`src/rtl/tlbfl_pkg.sv`:
```
// shared widths, codes and the cell control struct of the translation buffer
package tlbfl_pkg;

    localparam int PID_W   = 8;
    localparam int PAGE_W  = 32;
    localparam int FRAME_W = 32;
    localparam int CAP_W   = 6;

    localparam int DEF_MAX_ENTRIES = 32;

    // configuration register indexes
    localparam int CFG_IDX_W  = 1;
    localparam int CFG_DATA_W = 6;
    localparam logic [CFG_IDX_W-1:0] REG_ENTRIES_IN_USE   = 1'd0;
    localparam logic [CFG_IDX_W-1:0] REG_REPLACEMENT_MODE = 1'd1;

    localparam logic [CAP_W-1:0] CAP_RESET = 6'd32;

    localparam logic CMD_LOOKUP = 1'b0;
    localparam logic CMD_INSERT = 1'b1;

    localparam logic MODE_FIFO = 1'b0;
    localparam logic MODE_LRU  = 1'b1;

    typedef struct packed {
        logic capture;     // register the tag compare of a new word
        logic hit_upd;     // lookup hit: make matching entry the most recent by rank
        logic ins_upd;     // insert: append, shifting past a victim
        logic evict;       // this insert removes one entry
        logic lru;         // victim is the least recently used entry
    } cell_ctl_t;

endpackage

```
`src/rtl/tlbfl_cell.sv`:
```
// one entry of the translation buffer with its compare and shift logic
module tlbfl_cell #(
    parameter int MAX_ENTRIES = tlbfl_pkg::DEF_MAX_ENTRIES,
    parameter int IDX         = 0
) (
    input  logic                                       clk,
    input  tlbfl_pkg::cell_ctl_t                       ctl,
    input  logic [$clog2(MAX_ENTRIES+1)-1:0]           count,
    input  logic [$clog2(MAX_ENTRIES+1)-1:0]           new_idx,
    input  logic [$clog2(MAX_ENTRIES+1)-1:0]           threshold,
    input  logic [((MAX_ENTRIES > 1) ? $clog2(MAX_ENTRIES) : 1)-1:0] lru_rank,
    input  logic [tlbfl_pkg::PID_W-1:0]                key_pid,
    input  logic [tlbfl_pkg::PAGE_W-1:0]               key_page,
    input  logic [tlbfl_pkg::FRAME_W-1:0]              new_frame,
    // priority chain from the older neighbor
    input  logic                                       found_in,
    output logic                                       found_out,
    input  logic [tlbfl_pkg::FRAME_W-1:0]              frame_in,
    output logic [tlbfl_pkg::FRAME_W-1:0]              frame_out,
    input  logic [((MAX_ENTRIES > 1) ? $clog2(MAX_ENTRIES) : 1)-1:0] hrank_in,
    output logic [((MAX_ENTRIES > 1) ? $clog2(MAX_ENTRIES) : 1)-1:0] hrank_out,
    input  logic                                       shift_in,
    output logic                                       shift_out,
    // contents of the newer neighbor
    input  logic [tlbfl_pkg::PID_W-1:0]                nb_pid,
    input  logic [tlbfl_pkg::PAGE_W-1:0]               nb_page,
    input  logic [tlbfl_pkg::FRAME_W-1:0]              nb_frame,
    input  logic [((MAX_ENTRIES > 1) ? $clog2(MAX_ENTRIES) : 1)-1:0] nb_rank,
    // own contents toward the older neighbor
    output logic [tlbfl_pkg::PID_W-1:0]                my_pid,
    output logic [tlbfl_pkg::PAGE_W-1:0]               my_page,
    output logic [tlbfl_pkg::FRAME_W-1:0]              my_frame,
    output logic [((MAX_ENTRIES > 1) ? $clog2(MAX_ENTRIES) : 1)-1:0] my_rank
);

    localparam int CNT_W  = $clog2(MAX_ENTRIES + 1);
    localparam int RANK_W = (MAX_ENTRIES > 1) ? $clog2(MAX_ENTRIES) : 1;

    logic [tlbfl_pkg::PID_W-1:0]   pid_reg,   pid_next;
    logic [tlbfl_pkg::PAGE_W-1:0]  page_reg,  page_next;
    logic [tlbfl_pkg::FRAME_W-1:0] frame_reg, frame_next;
    logic [RANK_W-1:0]             rank_reg,  rank_next;
    logic                          match_reg, match_next;
    logic                          valid;
    logic                          first;
    logic                          is_victim;
    logic                          shift;
    logic                          own_bump;
    logic                          nb_bump;

    assign valid = CNT_W'(IDX) < count;

    assign match_next = valid && (pid_reg == key_pid) && (page_reg == key_page);

    // first matching entry counted from the oldest
    assign first     = match_reg && !found_in;
    assign found_out = found_in || match_reg;
    assign frame_out = frame_in | (first ? frame_reg : '0);
    assign hrank_out = hrank_in | (first ? rank_reg : '0);

    assign is_victim = ctl.evict && (ctl.lru ? (valid && (rank_reg == lru_rank))
                                             : (IDX == 0));
    assign shift     = shift_in || is_victim;
    assign shift_out = shift;

    assign own_bump = CNT_W'(rank_reg) < threshold;
    assign nb_bump  = CNT_W'(nb_rank) < threshold;

    always_comb
    begin
        pid_next   = pid_reg;
        page_next  = page_reg;
        frame_next = frame_reg;
        rank_next  = rank_reg;
        if (ctl.hit_upd)
        begin
            if (first)
                rank_next = '0;
            else if (valid && own_bump)
                rank_next = rank_reg + RANK_W'(1);
        end
        else if (ctl.ins_upd)
        begin
            if (CNT_W'(IDX) == new_idx)
            begin
                pid_next   = key_pid;
                page_next  = key_page;
                frame_next = new_frame;
                rank_next  = '0;
            end
            else if (shift)
            begin
                pid_next   = nb_pid;
                page_next  = nb_page;
                frame_next = nb_frame;
                rank_next  = nb_bump ? nb_rank + RANK_W'(1) : nb_rank;
            end
            else if (own_bump)
                rank_next = rank_reg + RANK_W'(1);
        end
    end

    always_ff @(posedge clk)
    begin
        pid_reg   <= pid_next;
        page_reg  <= page_next;
        frame_reg <= frame_next;
        rank_reg  <= rank_next;
        if (ctl.capture)
            match_reg <= match_next;
    end

    assign my_pid   = pid_reg;
    assign my_page  = page_reg;
    assign my_frame = frame_reg;
    assign my_rank  = rank_reg;

endmodule

```
`config.mk`:
```
export PLATFORM = sky130hd
export DESIGN_NAME = tlbfl_cell
export DESIGN_NICKNAME = d
export VERILOG_FILES = /design/src/rtl/tlbfl_pkg.sv /design/src/rtl/tlbfl_cell.sv
export SDC_FILE = /design/constraint.sdc
export NUM_CORES = 1
export LEC_CHECK = 0
export BUFFER_PORTS_ARGS = -buffer_cell sky130_fd_sc_hd__buf_4
export CAP_MARGIN = 20
export CORE_AREA = 4 4 127 129
export DETAILED_ROUTE_END_ITERATION = 7
export DIE_AREA = 0 0 131 133
export PLACE_DENSITY_LB_ADDON = 0.12
export SYNTH_ARGS = -nofsm -noshare
export SYNTH_HDL_FRONTEND = slang
export SYNTH_SLANG_ARGS = --single-unit
```
`constraint.sdc`:
```
create_clock -name clk -period 6.75 [get_ports clk]
set_input_delay 1.0125 -clock clk [delete_from_list [all_inputs] [get_ports clk]]
set_output_delay 1.0125 -clock clk [all_outputs]
set_load 0.05 [all_outputs]
```
### Word level (Yosys, flattened, before mapping)

Cells that the tools add are included.

* $add $sub $neg: 2
* magnitude comparators: 3
* equal/unequal tests: 4
* mux-type cells: 17
* bitwise gates (word level): 3
* reductions and logical operators: 15

Operators with widths (number)
* two-way mux 32 bit: 5
* two-way mux 5 bit: 9
* equality test 32 bit: 1
* bitwise OR 32 bit: 1
* two-way mux 8 bit: 2
* less-than comparator 5 x 6 -> 1 bit: 2
* adder 5 x 1 -> 5 bit, second input constant: 2
* equality test 8 bit: 1
* logical AND 1 bit: 6
* zero test 6 bit: 1
* less-than comparator 1 x 6 -> 1 bit, first input constant: 1
* AND reduction 3 bit: 2
* equality test 5 bit: 1
* bitwise OR 5 bit: 1
* nonzero test 2 bit: 2
* nonzero test 4 bit: 1
* inequality test 3 x 2 -> 1 bit, second input constant: 1
* logical OR 1 bit: 2
* zero test 1 bit: 1
* two-way mux 1 bit: 1
* inverter 1 bit: 1

* register bits: 78
* output and inout port bits: 116

### Logic depth before layout (Yosys ltp)

Gate-level depths: netlist of the first run.

* word-level depth: 9
* depth in mapped cells: 7

### Worst setup path before layout of the first run

Ideal clock, no wire load.

* path type: input to register
* start: in lru_rank[4] in the netlist's numbering
* end: reg frame_reg (netlist bit my_frame[0]), enable pin
* setup time: 0.427 ns
* arrival time: 3.437 ns
* data required time: 6.323 ns
* slack: 2.886 ns
* stages: 4
* path through: xnor2_1 -> nand4_1 -> o21ai_2 -> o211a_1

* word-level cells in the longest chain between the ends: 7

RTL lines
* from (decl): line tlbfl_cell.sv:11 `input logic [((MAX_ENTRIES > 1) ? $clog2(MAX_ENTRIES) : 1)-1:0] lru_rank,`
* equality test 5 bit: line tlbfl_cell.sv:61 `assign is_victim = ctl.evict && (ctl.lru ? (valid && (rank_reg == lru_rank))`
* logical AND 1 bit: line tlbfl_cell.sv:61
* two-way mux 1 bit: line tlbfl_cell.sv:61
* logical AND 1 bit: line tlbfl_cell.sv:61
* logical OR 1 bit: line tlbfl_cell.sv:63 `assign shift = shift_in || is_victim;`
* named net shift_out: line tlbfl_cell.sv:23 `output logic shift_out,`
* nonzero test 2 bit (no line)
* AND reduction 3 bit (no line)
* to (signal assigned): line tlbfl_cell.sv:107 `frame_reg <= frame_next;`
* to (decl): line tlbfl_cell.sv:41 `logic [tlbfl_pkg::FRAME_W-1:0] frame_reg, frame_next;`

The timed path passes the listed nets, and every way through them passes these cells.
A chain may end at the register's enable or synchronous reset.

### Worst setup path after layout of the first run

* start: in new_idx[3]
* end: reg page_reg (netlist bit my_page[31]), enable pin

* word-level cells in the longest chain between the ends: 3

RTL lines
* from (decl): line tlbfl_cell.sv:9 `input logic [$clog2(MAX_ENTRIES+1)-1:0] new_idx,`
* zero test 6 bit: line tlbfl_cell.sv:84 `if (CNT_W'(IDX) == new_idx)`
* nonzero test 2 bit (no line)
* AND reduction 3 bit (no line)
* to (signal assigned): line tlbfl_cell.sv:106 `page_reg <= page_next;`
* to (decl): line tlbfl_cell.sv:40 `logic [tlbfl_pkg::PAGE_W-1:0] page_reg, page_next;`

No other way between the ends.

==> parameters.txt, run 1 <==
Parameter                              Value

STA
  Unrepaired setup endpoints after global routing    no
  Fin Clk Skew    0.00980 ns
  Final period utilization    49.9%
  Number of pins with negative max-slew slack in the final report    0
  Setup_tns    0 ns
  Hold violation total from the final report    0
  Final worst-path setup slack    3.38 ns
  Clock period minus worst slack    3.37 ns
  Actual slew at the worst max-slew pin    1.06 ns
  F_max    297 MHz
  Number of failing setup endpoints in the final timing report    0
  Relative max-transition margin    29.1%

Routing
  Number of nets with antenna violations after detailed routing    0
  Via count of the routed design    4620
  Total iterations of the first detailed-routing run    4
  Detailed-route DRC error count    0
  Wirelength per Cell    16.9 um
  Total detailed-routing wirelength    17.0 mm
  Via-per-instance ratio    4.59
  Number of DRC violations after detailed-routing iteration 0    194

Logic synthesis
  Register area share after synthesis    51.8%
  Most numerous cell types in the synthesized netlist    219 x nand2_1, 78 x edfxtp_1, 38 x a21o_1, 35 x xnor2_1, 19 x clkbuf_1
  Fraction of the mapped netlist area in adder cells    2.76%
  Largest family of logic cells by synthesized area    simple AND/OR/NAND/NOR gates
  Dominant register cell in the synthesized netlist    edfxtp_1
  Mux cell area share after synthesis    0.221%
  Syn avg cell area    9.27 um2
  Number of warnings printed during yosys synthesis    0
  Most used standard cell by instance count after synthesis    nand2_1
  Simple-Gate Fraction of Synth Area    23.1%
  Synthesized netlist cell count    488
  Biggest area consumer among synthesized cells    edfxtp_1
  Netlist area before placement    0.00453 mm2
  Xor and xnor area share after synthesis    10.1%
  Synth top area share    51.8%
  Fraction of the mapped netlist area in compound gates    9.84%
  Proportion of register bits with asynchronous set or reset after synthesis    0%
  Largest cells by area after synthesis    edfxtp_1 52%, nand2_1 18%, xnor2_1 6.8%, a21o_1 6.3%, xor2_1 3.3%
  Syn nets    715
  Synthesis-stage register bit count    78
  EDFF count, synth    78
  Netlist cell types    28

Pwr
  Power dissipated by switching net loads    0.471 mW
  Max VDD drop    0.101 mV
  Power density normalized to cell area    202 mW/mm2
  Sw frac    31.1%
  Gate power share    29.3%
  Total power consumption of the routed design    1.51 mW
  Clock power share    31.0%
  Leakage power total    3.71 nW
  P_int    1.04 mW
  Proportion of power drawn by flip-flops and latches    39.7%

Clocking
  Cell at the root of the clock tree    clkbuf_16
  TritonCTS clock tree    yes
  Total of hold buffers inserted after clock tree synthesis    0
  Number of gates resized after CTS    0
  Number of buffers inserted during clock tree synthesis    9
  Post-CTS Setup Bufs    0
  Post-CTS clock slew at the launch and capture registers of the worst setup and hold paths    0.06 ns
  H-Tree Level Count    3
  Later-pin clock latency in the skew report    0.33 ns
  CTS sink count    78
  Max Buffers Root-to-Sink    2

Critical path
  Data arrival time of the worst path    3.31 ns
  Startpoint of the lowest-slack register-to-register path    my_rank[2]$_DFFE_PP_
  CP Data Required Time    6.69 ns
  Kind of start point of the critical path    input port
  Cell-by-cell listing of the critical path    buf_4 > nor2_1 > and3_2 > buf_4 > o211a_4
  Crit. End Element    register
  Buffering stage count on the worst path with inverters included    2
  Worst Setup Path Type    in2reg
  Slowest cell on the critical path    o211a_4
  Launch point of the critical path    new_idx[3]
  Slowest cell delay on critical path    0.92 ns
  Top delay family on crit path    compound AO/OA/AOI/OAI gates
  Crit-path max FO    75
  Crit-path most repeated cell    buf_4

Status
  Result of the run    finished clean

Global routing
  Maximum number of pins on one net before global-route repair    76
  Final global-route overflow total    0
  Vias in the first global route    4838
  GR Util All Layers    18.6%
  Initial antenna violation count    0
  Wire length of the first global-routing pass    25.1 mm

Layout
  Net count, final    1041
  Filler cell count    1481
  Layout cell share with drive strength beyond 1    43.7%
  Antenna cells    0
  Area growth, synth to finish    66.0%

Floorplan
  Num rows    45
  Horizontal die dimension    131 um
  Area enclosed by the die boundary    0.0174 mm2
  I/O pin total    333
  Standard cell core area    0.0150 mm2
  Die height    133 um
  Initial Utilization    30.1%

Placement
  Post-Place Worst Slack    3.05 ns
  Placed wire-length estimate after detailed placement    13.7 mm
  Number of buffer cells added on primary ports    332
  GP Congestion    0.827

Worst hold path
  Classification of the worst-slack hold path    reg2reg
  Source of the worst hold timing path    my_page[14]$_DFFE_PP_

Run
  Total of max-cap violations    0
-- worst register-to-register path, stage by stage, from the launching register on --
cell      delay [ns]
edfxtp_1        0.53
xnor2_1         0.22
nand4_1         0.13
o21ai_2         0.29
o211a_4         0.84
-- layer usage --
metal / up-vias / global-route usage [%] / share of wire, %
met1: 2095 / 22.4 / 39
met5: - / 0 / 0
met4: 0 / 5.26 / 1.7
met2: 199 / 32.3 / 51
met3: 19 / 4.93 / 8.2
li1: 2307 / - / -
-- power by group through the flow --
stage / combinational [mW] / clock, mW / sequential [mW]
3_5_place_dp: 0.447 / 0 / 0.613
5_1_grt: 0.478 / 0.502 / 0.606
4_1_cts: 0.448 / 0.484 / 0.602
2_1_floorplan: 0.168 / 0 / 0.688
3_3_place_gp: 0.441 / 0 / 0.612
6_report: 0.444 / 0.469 / 0.601
-- final timing paths --
path | endpoint | slack [ns] | depth (start not counted)
worst min register to register | match_reg$_DFFE_PP_ | 0.74 | 3
worst max register to register | my_page[31]$_DFFE_PP_ | 4.25 | 4
worst min-delay path | match_reg$_DFFE_PP_ | 0.74 | 3
worst max-delay path | my_page[31]$_DFFE_PP_ | 3.38 | 5
-- final cells by class --
cell class | instances | area (um2) | share of cell area [%]
clock buffer | 9 | 225 | 3.00
clock inverter | 7 | 65.1 | 0.866
inverter | 8 | 30.0 | 0.400
multi-input combinational | 383 | 2110 | 28.0
sequential | 78 | 2340 | 31.2
tap | 188 | 235 | 3.13
timing repair buffer | 334 | 2510 | 33.4
-- through the flow --
step | area, um2 | hold slack [ns] | util (%) | cells
floorplan | 4530 | 0.986 | - | 488
finish | 7510 | 0.743 | 50.0 | 1007
global placement | 7220 | 0.739 | 48.0 | 991
global route | 7510 | 0.777 | 50.0 | 1007
detailed placement | 7220 | 0.745 | 48.0 | 991
CTS | 7510 | 0.751 | 50.0 | 1007
-- layout by cell type, fill, tap and decap left out, drive strengths merged, types with 8 or more instances in the layout --
cell    instances
buf           334
clkbuf          9
inv             8
a21o           38
nand4           8
xnor2          35
nor2            8
ha             10
edfxtp         78
xor2           17
nand2         219
-- logic make-up after synthesis --
group                    Yosys count
AND/OR/NAND/NOR                  258
flip-flops                        78
AO/OA/AOI/OAI                     62
XOR/XNOR                          52
buffers and inverters             27
adder cells (fa/ha/maj)           10
multiplexers                       1
No activity file was read; power rests on OpenSTA's default activity.
==> inputs of run 2 (changes only) <==
Clock period 6.75 ns to 3.3 ns, I/O delays scaled along.
==> run 2 against run 1 <==
Against the previous run:
- hold slack lost 0.39 ns
- register-to-register slack lost 3.5 ns
- combinational power grew 110%
- global-route usage grew 0.62 points
- via count grew 1.2%
- sequential cell count is the same
- die area is the same
- worst setup slack lost 2.6 ns
- utilization grew 0.48 points
- critical path type is now reg2reg
==> parameters.txt, run 2 (synthesized netlist as in run 1, its figures left out) <==
Parameter                              Value

Placement
  Number of buffer cells added on primary ports    332 (unchanged)
  Placed wire-length estimate after detailed placement    14.0 mm (was 13.7 mm)
  Area after detailed placement    0.00722 mm2 (unchanged)
  GP Congestion    0.837 (was 0.827)

Pwr
  P_int    2.37 mW (was 1.04 mW)
  Gate power share    27.3% (was 29.3%)
  Clock power share    36.2% (was 31.0%)
  Sw frac    29.5% (was 31.1%)
  Max VDD drop    0.226 mV (was 0.101 mV)
  Power density normalized to cell area    444 mW/mm2 (was 202 mW/mm2)
  Power dissipated by switching net loads    0.992 mW (was 0.471 mW)
  Leakage power total    3.74 nW (was 3.71 nW)
  Proportion of power drawn by flip-flops and latches    36.5% (was 39.7%)

STA
  Relative max-transition margin    30.4% (was 29.1%)
  Hold violation total from the final report    0 (unchanged)
  Fin Clk Skew    0.00499 ns (was 0.00980 ns)
  Actual slew at the worst max-slew pin    1.04 ns (was 1.06 ns)
  Clock period minus worst slack    2.51 ns
  Unrepaired setup endpoints after global routing    no (unchanged)
  Final worst hold slack    0.351 ns (was 0.743 ns)
  F_max    399 MHz
  Final period utilization    75.9%
  Setup_tns    0 ns (unchanged)
  Number of pins with negative max-slew slack in the final report    0 (unchanged)
  Number of failing setup endpoints in the final timing report    0 (unchanged)

Layout
  Utilization after layout    50.4% (was 50.0%)
  Antenna cells    0 (unchanged)
  Most frequent cells in the layout    335 x buf_4, 219 x nand2_1, 78 x edfxtp_1, 38 x a21o_1, 35 x xnor2_1 (was 334 x buf_4, 219 x nand2_1, 78 x edfxtp_1, 38 x a21o_1, 35 x xnor2_1)
  Layout cell share with drive strength beyond 1    43.8% (was 43.7%)
  Net count, final    1042 (was 1041)
  Design area    0.00758 mm2 (was 0.00751 mm2)
  Most frequent standard cell in the layout excluding fill and tap cells    buf_4 (unchanged)
  Area growth, synth to finish    67.6% (was 66.0%)

Floorplan
  Standard cell core area    0.0150 mm2 (unchanged)
  Die height    133 um (unchanged)
  Horizontal die dimension    131 um (unchanged)
  I/O pin total    333 (unchanged)
  Num rows    45 (unchanged)
  Initial Utilization    30.1% (unchanged)
  Area enclosed by the die boundary    0.0174 mm2 (unchanged)

Status
  Result of the run    finished clean (unchanged)

Clocking
  CTS sink count    78 (unchanged)
  Number of buffers inserted during clock tree synthesis    9 (unchanged)
  Total of hold buffers inserted after clock tree synthesis    0 (unchanged)
  TritonCTS clock tree    yes (unchanged)
  Max Buffers Root-to-Sink    2 (unchanged)
  Post-CTS clock slew at the launch and capture registers of the worst setup and hold paths    0.06 ns (about the same)
  Number of gates resized after CTS    0 (unchanged)
  H-Tree Level Count    3 (unchanged)
  Later-pin clock latency in the skew report    0.34 ns (was 0.33 ns)
  Cell at the root of the clock tree    clkbuf_16 (unchanged)
  Post-CTS Setup Bufs    0 (unchanged)

Global routing
  GR Util All Layers    19.2% (was 18.6%)
  Most used routing layer in global routing    met2 (unchanged)
  Met1 track utilization from global routing    23.2% (was 22.4%)
  Wire length of the first global-routing pass    25.4 mm (was 25.1 mm)
  Vias in the first global route    4773 (was 4838)
  Final global-route overflow total    0 (unchanged)
  Initial antenna violation count    0 (unchanged)
  Maximum number of pins on one net before global-route repair    74 (was 76)
  Global-route met3 utilization    4.84% (was 4.93%)
  Met2 Usage GRT    32.6% (was 32.3%)

Routing
  Wirelength per Cell    17.5 um (was 16.9 um)
  Total iterations of the first detailed-routing run    4 (unchanged)
  Number of nets with antenna violations after detailed routing    0 (unchanged)
  Via-per-instance ratio    4.64 (was 4.59)
  Total detailed-routing wirelength    17.7 mm (was 17.0 mm)
  Detailed-route DRC error count    0 (unchanged)
  Number of DRC violations after detailed-routing iteration 0    236 (was 194)
  Via count of the routed design    4677 (was 4620)

Critical path
  Startpoint of the lowest-slack register-to-register path    my_rank[0]$_DFFE_PP_ (was my_rank[2]$_DFFE_PP_)
  Slowest cell on the critical path    o211a_4 (unchanged)
  Crit. End Element    register (unchanged)
  Kind of start point of the critical path    register (was input port)
  Slowest cell delay on critical path    0.87 ns (was 0.92 ns)
  CP Data Required Time    3.26 ns (was 6.69 ns)
  Crit-path max FO    72 (was 75)
  Cell-by-cell listing of the critical path    xnor2_1 > nand4_1 > o21ai_2 > o211a_4 (was buf_4 > nor2_1 > and3_2 > buf_4 > o211a_4)
  Data arrival time of the worst path    2.46 ns (was 3.31 ns)
  Worst Setup Path Type    reg2reg (was in2reg)
  Launch point of the critical path    my_rank[0]$_DFFE_PP_ (was new_idx[3])

Worst hold path
  Classification of the worst-slack hold path    in2reg (was reg2reg)
  Source of the worst hold timing path    ctl[4] (was my_page[14]$_DFFE_PP_)

Run
  Total of max-cap violations    0 (unchanged)
[run 2: power groups by stage]
stage	sequential (mW)	combinational, mW	clock [mW]
after floorplan	1.41	0.344	0
after global placement	1.24	0.915	0
after detailed placement	1.25	0.922	0
after CTS	1.23	0.925	1.25
after global routing	1.23	0.979	1.29
final	1.23	0.918	1.22
[run 2: area by class of cell]
class	instances	area, um2
clock buffers	10	229
clock inverters	6	134
well taps	188	235
flip-flops and latches	78	2340
inverters	8	30.0
fillers	1448	7450
repair buffers	335	2510
multi-input cells	383	2100
[run 2: path summary, 6_finish.rpt]
check                                               to  slack, ns  cells after the start
worst min-delay path               match_reg$_DFFE_PP_       0.35                      1
worst max register to register  my_frame[30]$_DFFE_PP_       0.79                      4
worst max-delay path            my_frame[30]$_DFFE_PP_       0.79                      4
worst min register to register     match_reg$_DFFE_PP_       0.73                      3
[run 2: per-stage QoR]
step           std cells  worst slack, ns  power [mW]
2_1_floorplan        488           0.0992        1.75
6_report            1008            0.795        3.36
3_3_place_gp         992            0.761        2.16
3_5_place_dp         992            0.739        2.17
5_1_grt             1008            0.611        3.50
4_1_cts             1008            0.748        3.40
[run 2: critical path: cells and delay by family, from the launching register on]
kind / cells / cell delay (ns)
AND/OR/NAND/NOR: 1 / 0.13
AO/OA/AOI/OAI: 2 / 1.19
flip-flops: 1 / 0.52
XOR/XNOR: 1 / 0.21
[run 2: routing by layer]
metal  routed length [um]  vias to the layer above  part of all wire (%)
met3                 1310                       29                   7.4
met1                 6890                     2152                    39
met2                 9010                      183                    51
li1                     -                     2313                     -
met4                  446                        0                   2.5
met5                    0                        -                     0
==> inputs of run 3 (changes only) <==
Clock period 3.3 ns to 2.5 ns, I/O delays scaled along.
==> run 3 against run 2 <==
Against the previous run:
- clock power shrank 7%
- die area unchanged
- count of clock-buffer cells in the layout decreased by 1
- wire length is 1.6% lower
- fmax grew 13%
==> parameters.txt, run 3 (synthesized netlist as in run 1, its figures left out) <==
Parameter                              Value

Critical path
  Number of cell instances on the worst register-to-register path    7 (was 4)
  Launch point of the critical path    my_rank[4]$_DFFE_PP_ (was my_rank[0]$_DFFE_PP_)
  Worst setup slack for register-to-register paths    0.28 ns (was 0.79 ns)
  Data arrival time of the worst path    2.19 ns (was 2.46 ns)
  Crit. End Element    register (unchanged)
  CP Data Required Time    2.47 ns (was 3.26 ns)
  Top delay family on crit path    compound AO/OA/AOI/OAI gates (unchanged)
  Startpoint of the lowest-slack register-to-register path    my_rank[4]$_DFFE_PP_ (was my_rank[0]$_DFFE_PP_)
  Slowest cell on the critical path    a21oi_1 (was o211a_4)
  Worst Setup Path Type    reg2reg (unchanged)
  Buffering stage count on the worst path with inverters included    1 (was 0)
  Kind of start point of the critical path    register (unchanged)
  R2R Path End    my_rank[3]$_DFFE_PP_ (was my_frame[30]$_DFFE_PP_)
  Crit-path most repeated cell    a21oi_1
  Cell-by-cell listing of the critical path    buf_4 > ha_1 > a21oi_1 > nor2_1 > a211oi_1 > o22ai_1 > a21oi_1 (was xnor2_1 > nand4_1 > o21ai_2 > o211a_4)
  Slowest cell delay on critical path    0.42 ns (was 0.87 ns)
  Crit. path cell count    7 (was 4)
  Crit-path max FO    5 (was 72)
  Critical path destination    my_rank[3]$_DFFE_PP_ (was my_frame[30]$_DFFE_PP_)

STA
  Actual slew at the worst max-slew pin    1.06 ns (was 1.04 ns)
  Final worst hold slack    0.236 ns (was 0.351 ns)
  Hold violation total from the final report    0 (unchanged)
  Number of failing setup endpoints in the final timing report    0 (unchanged)
  Relative max-transition margin    29.6% (was 30.4%)
  Number of pins with negative max-slew slack in the final report    0 (unchanged)
  F_max    451 MHz (was 399 MHz)
  Unrepaired setup endpoints after global routing    no (unchanged)
  Fin Clk Skew    0.00533 ns (was 0.00499 ns)
  Final period utilization    88.8% (was 75.9%)
  Clock period minus worst slack    2.22 ns (was 2.51 ns)

Status
  Result of the run    finished clean (unchanged)

Clocking
  Cell at the root of the clock tree    clkbuf_16 (unchanged)
  Post-CTS Setup Bufs    0 (unchanged)
  TritonCTS clock tree    yes (unchanged)
  Number of gates resized after CTS    0 (unchanged)
  Total of hold buffers inserted after clock tree synthesis    0 (unchanged)
  Number of buffers inserted during clock tree synthesis    9 (unchanged)
  H-Tree Level Count    3 (unchanged)
  Post-CTS clock slew at the launch and capture registers of the worst setup and hold paths    0.06 ns (about the same)
  CTS sink count    78 (unchanged)
  Later-pin clock latency in the skew report    0.33 ns (was 0.34 ns)
  Max Buffers Root-to-Sink    2 (unchanged)

Floorplan
  Standard cell core area    0.0150 mm2 (unchanged)
  Initial Utilization    30.1% (unchanged)
  Num rows    45 (unchanged)
  Horizontal die dimension    131 um (unchanged)
  I/O pin total    333 (unchanged)
  Area enclosed by the die boundary    0.0174 mm2 (unchanged)
  Die height    133 um (unchanged)

Pwr
  Leakage power total    3.73 nW (was 3.74 nW)
  Max VDD drop    0.281 mV (was 0.226 mV)
  Power density normalized to cell area    530 mW/mm2 (was 444 mW/mm2)

Routing
  Number of DRC violations after detailed-routing iteration 0    257 (was 236)
  Number of nets with antenna violations after detailed routing    0 (unchanged)
  Wirelength per Cell    17.1 um (was 17.5 um)
  Via count of the routed design    4732 (was 4677)
  Via-per-instance ratio    4.67 (was 4.64)
  Total iterations of the first detailed-routing run    5 (was 4)
  Detailed-route DRC error count    0 (unchanged)
  Total detailed-routing wirelength    17.4 mm (was 17.7 mm)

Layout
  Area taken by multi-input logic gates    0.00211 mm2 (was 0.00210 mm2)
  Filler cell count    1471 (was 1448)
  Antenna cells    0 (unchanged)
  Area growth, synth to finish    66.5% (was 67.6%)
  Design area    0.00754 mm2 (was 0.00758 mm2)
  Layout cell share with drive strength beyond 1    44.1% (was 43.8%)
  Most frequent cells in the layout    344 x buf_4, 219 x nand2_1, 78 x edfxtp_1, 38 x a21o_1, 35 x xnor2_1 (was 335 x buf_4, 219 x nand2_1, 78 x edfxtp_1, 38 x a21o_1, 35 x xnor2_1)
  Combined flip-flop and latch cell area    0.00234 mm2 (unchanged)
  Most frequent standard cell in the layout excluding fill and tap cells    buf_4 (unchanged)
  Net count, final    1051 (was 1042)

Global routing
  Vias in the first global route    4851 (was 4773)
  Final global-route overflow total    0 (unchanged)
  GR Util All Layers    18.8% (was 19.2%)
  Initial antenna violation count    0 (unchanged)
  Wire length of the first global-routing pass    25.2 mm (was 25.4 mm)
  Maximum number of pins on one net before global-route repair    73 (was 74)

Placement
  Placed wire-length estimate after detailed placement    14.1 mm (was 14.0 mm)
  GP Congestion    0.828 (was 0.837)
  Area after detailed placement    0.00730 mm2 (was 0.00722 mm2)
  Number of buffer cells added on primary ports    332 (unchanged)

Run
  Total of max-cap violations    0 (unchanged)

Worst hold path
  Classification of the worst-slack hold path    in2reg (unchanged)
  Source of the worst hold timing path    ctl[4] (unchanged)
run 3: metal layers:
layer | global-route usage (%) | wire length, um | vias up
li1 | - | - | 2320
met2 | 33.1 | 9010 | 189
met5 | 0 | 0 | -
met1 | 21.6 | 6600 | 2198
met3 | 4.88 | 1390 | 25
met4 | 6.91 | 372 | 0
run 3: metrics by stage:
step / cells / utilization (%) / setup TNS, ns / power (mW) / worst slack [ns]
2_1_floorplan: 488 / - / -5.43 / 2.31 / -0.0755
3_3_place_gp: 1001 / 48.5 / 0 / 2.89 / 0.188
3_5_place_dp: 1001 / 48.5 / 0 / 2.90 / 0.144
4_1_cts: 1013 / 50.1 / 0 / 4.05 / 0.255
5_1_grt: 1013 / 50.1 / 0 / 4.17 / 0.0712
6_report: 1013 / 50.1 / 0 / 3.99 / 0.281
run 3: power by group:
group / internal (mW) / leakage [nW] / switching [mW]
Sequential: 1.54 / 0.728 / 0.0491
Clock: 0.644 / 0.117 / 0.483
Combinational: 0.548 / 2.88 / 0.733
run 3: worst min-delay path by stage:
stage	to	cells past startpoint	slack (ns)
after detailed placement	match_reg$_DFFE_PP_	1	0.58
final	match_reg$_DFFE_PP_	1	0.24
after CTS	match_reg$_DFFE_PP_	1	0.22
after floorplan	match_reg$_DFFE_PP_	0	0.49
after global placement	match_reg$_DFFE_PP_	1	0.58
after global routing	match_reg$_DFFE_PP_	1	0.22
run 3: layout make-up:
type / instances / share of cell area (%)
multi-input cells: 383 / 27.9
repair buffers: 344 / 34.3
flip-flops and latches: 78 / 31.1
well taps: 188 / 3.12
inverters: 8 / 0.398
clock inverters: 3 / 0.216
clock buffers: 9 / 2.99
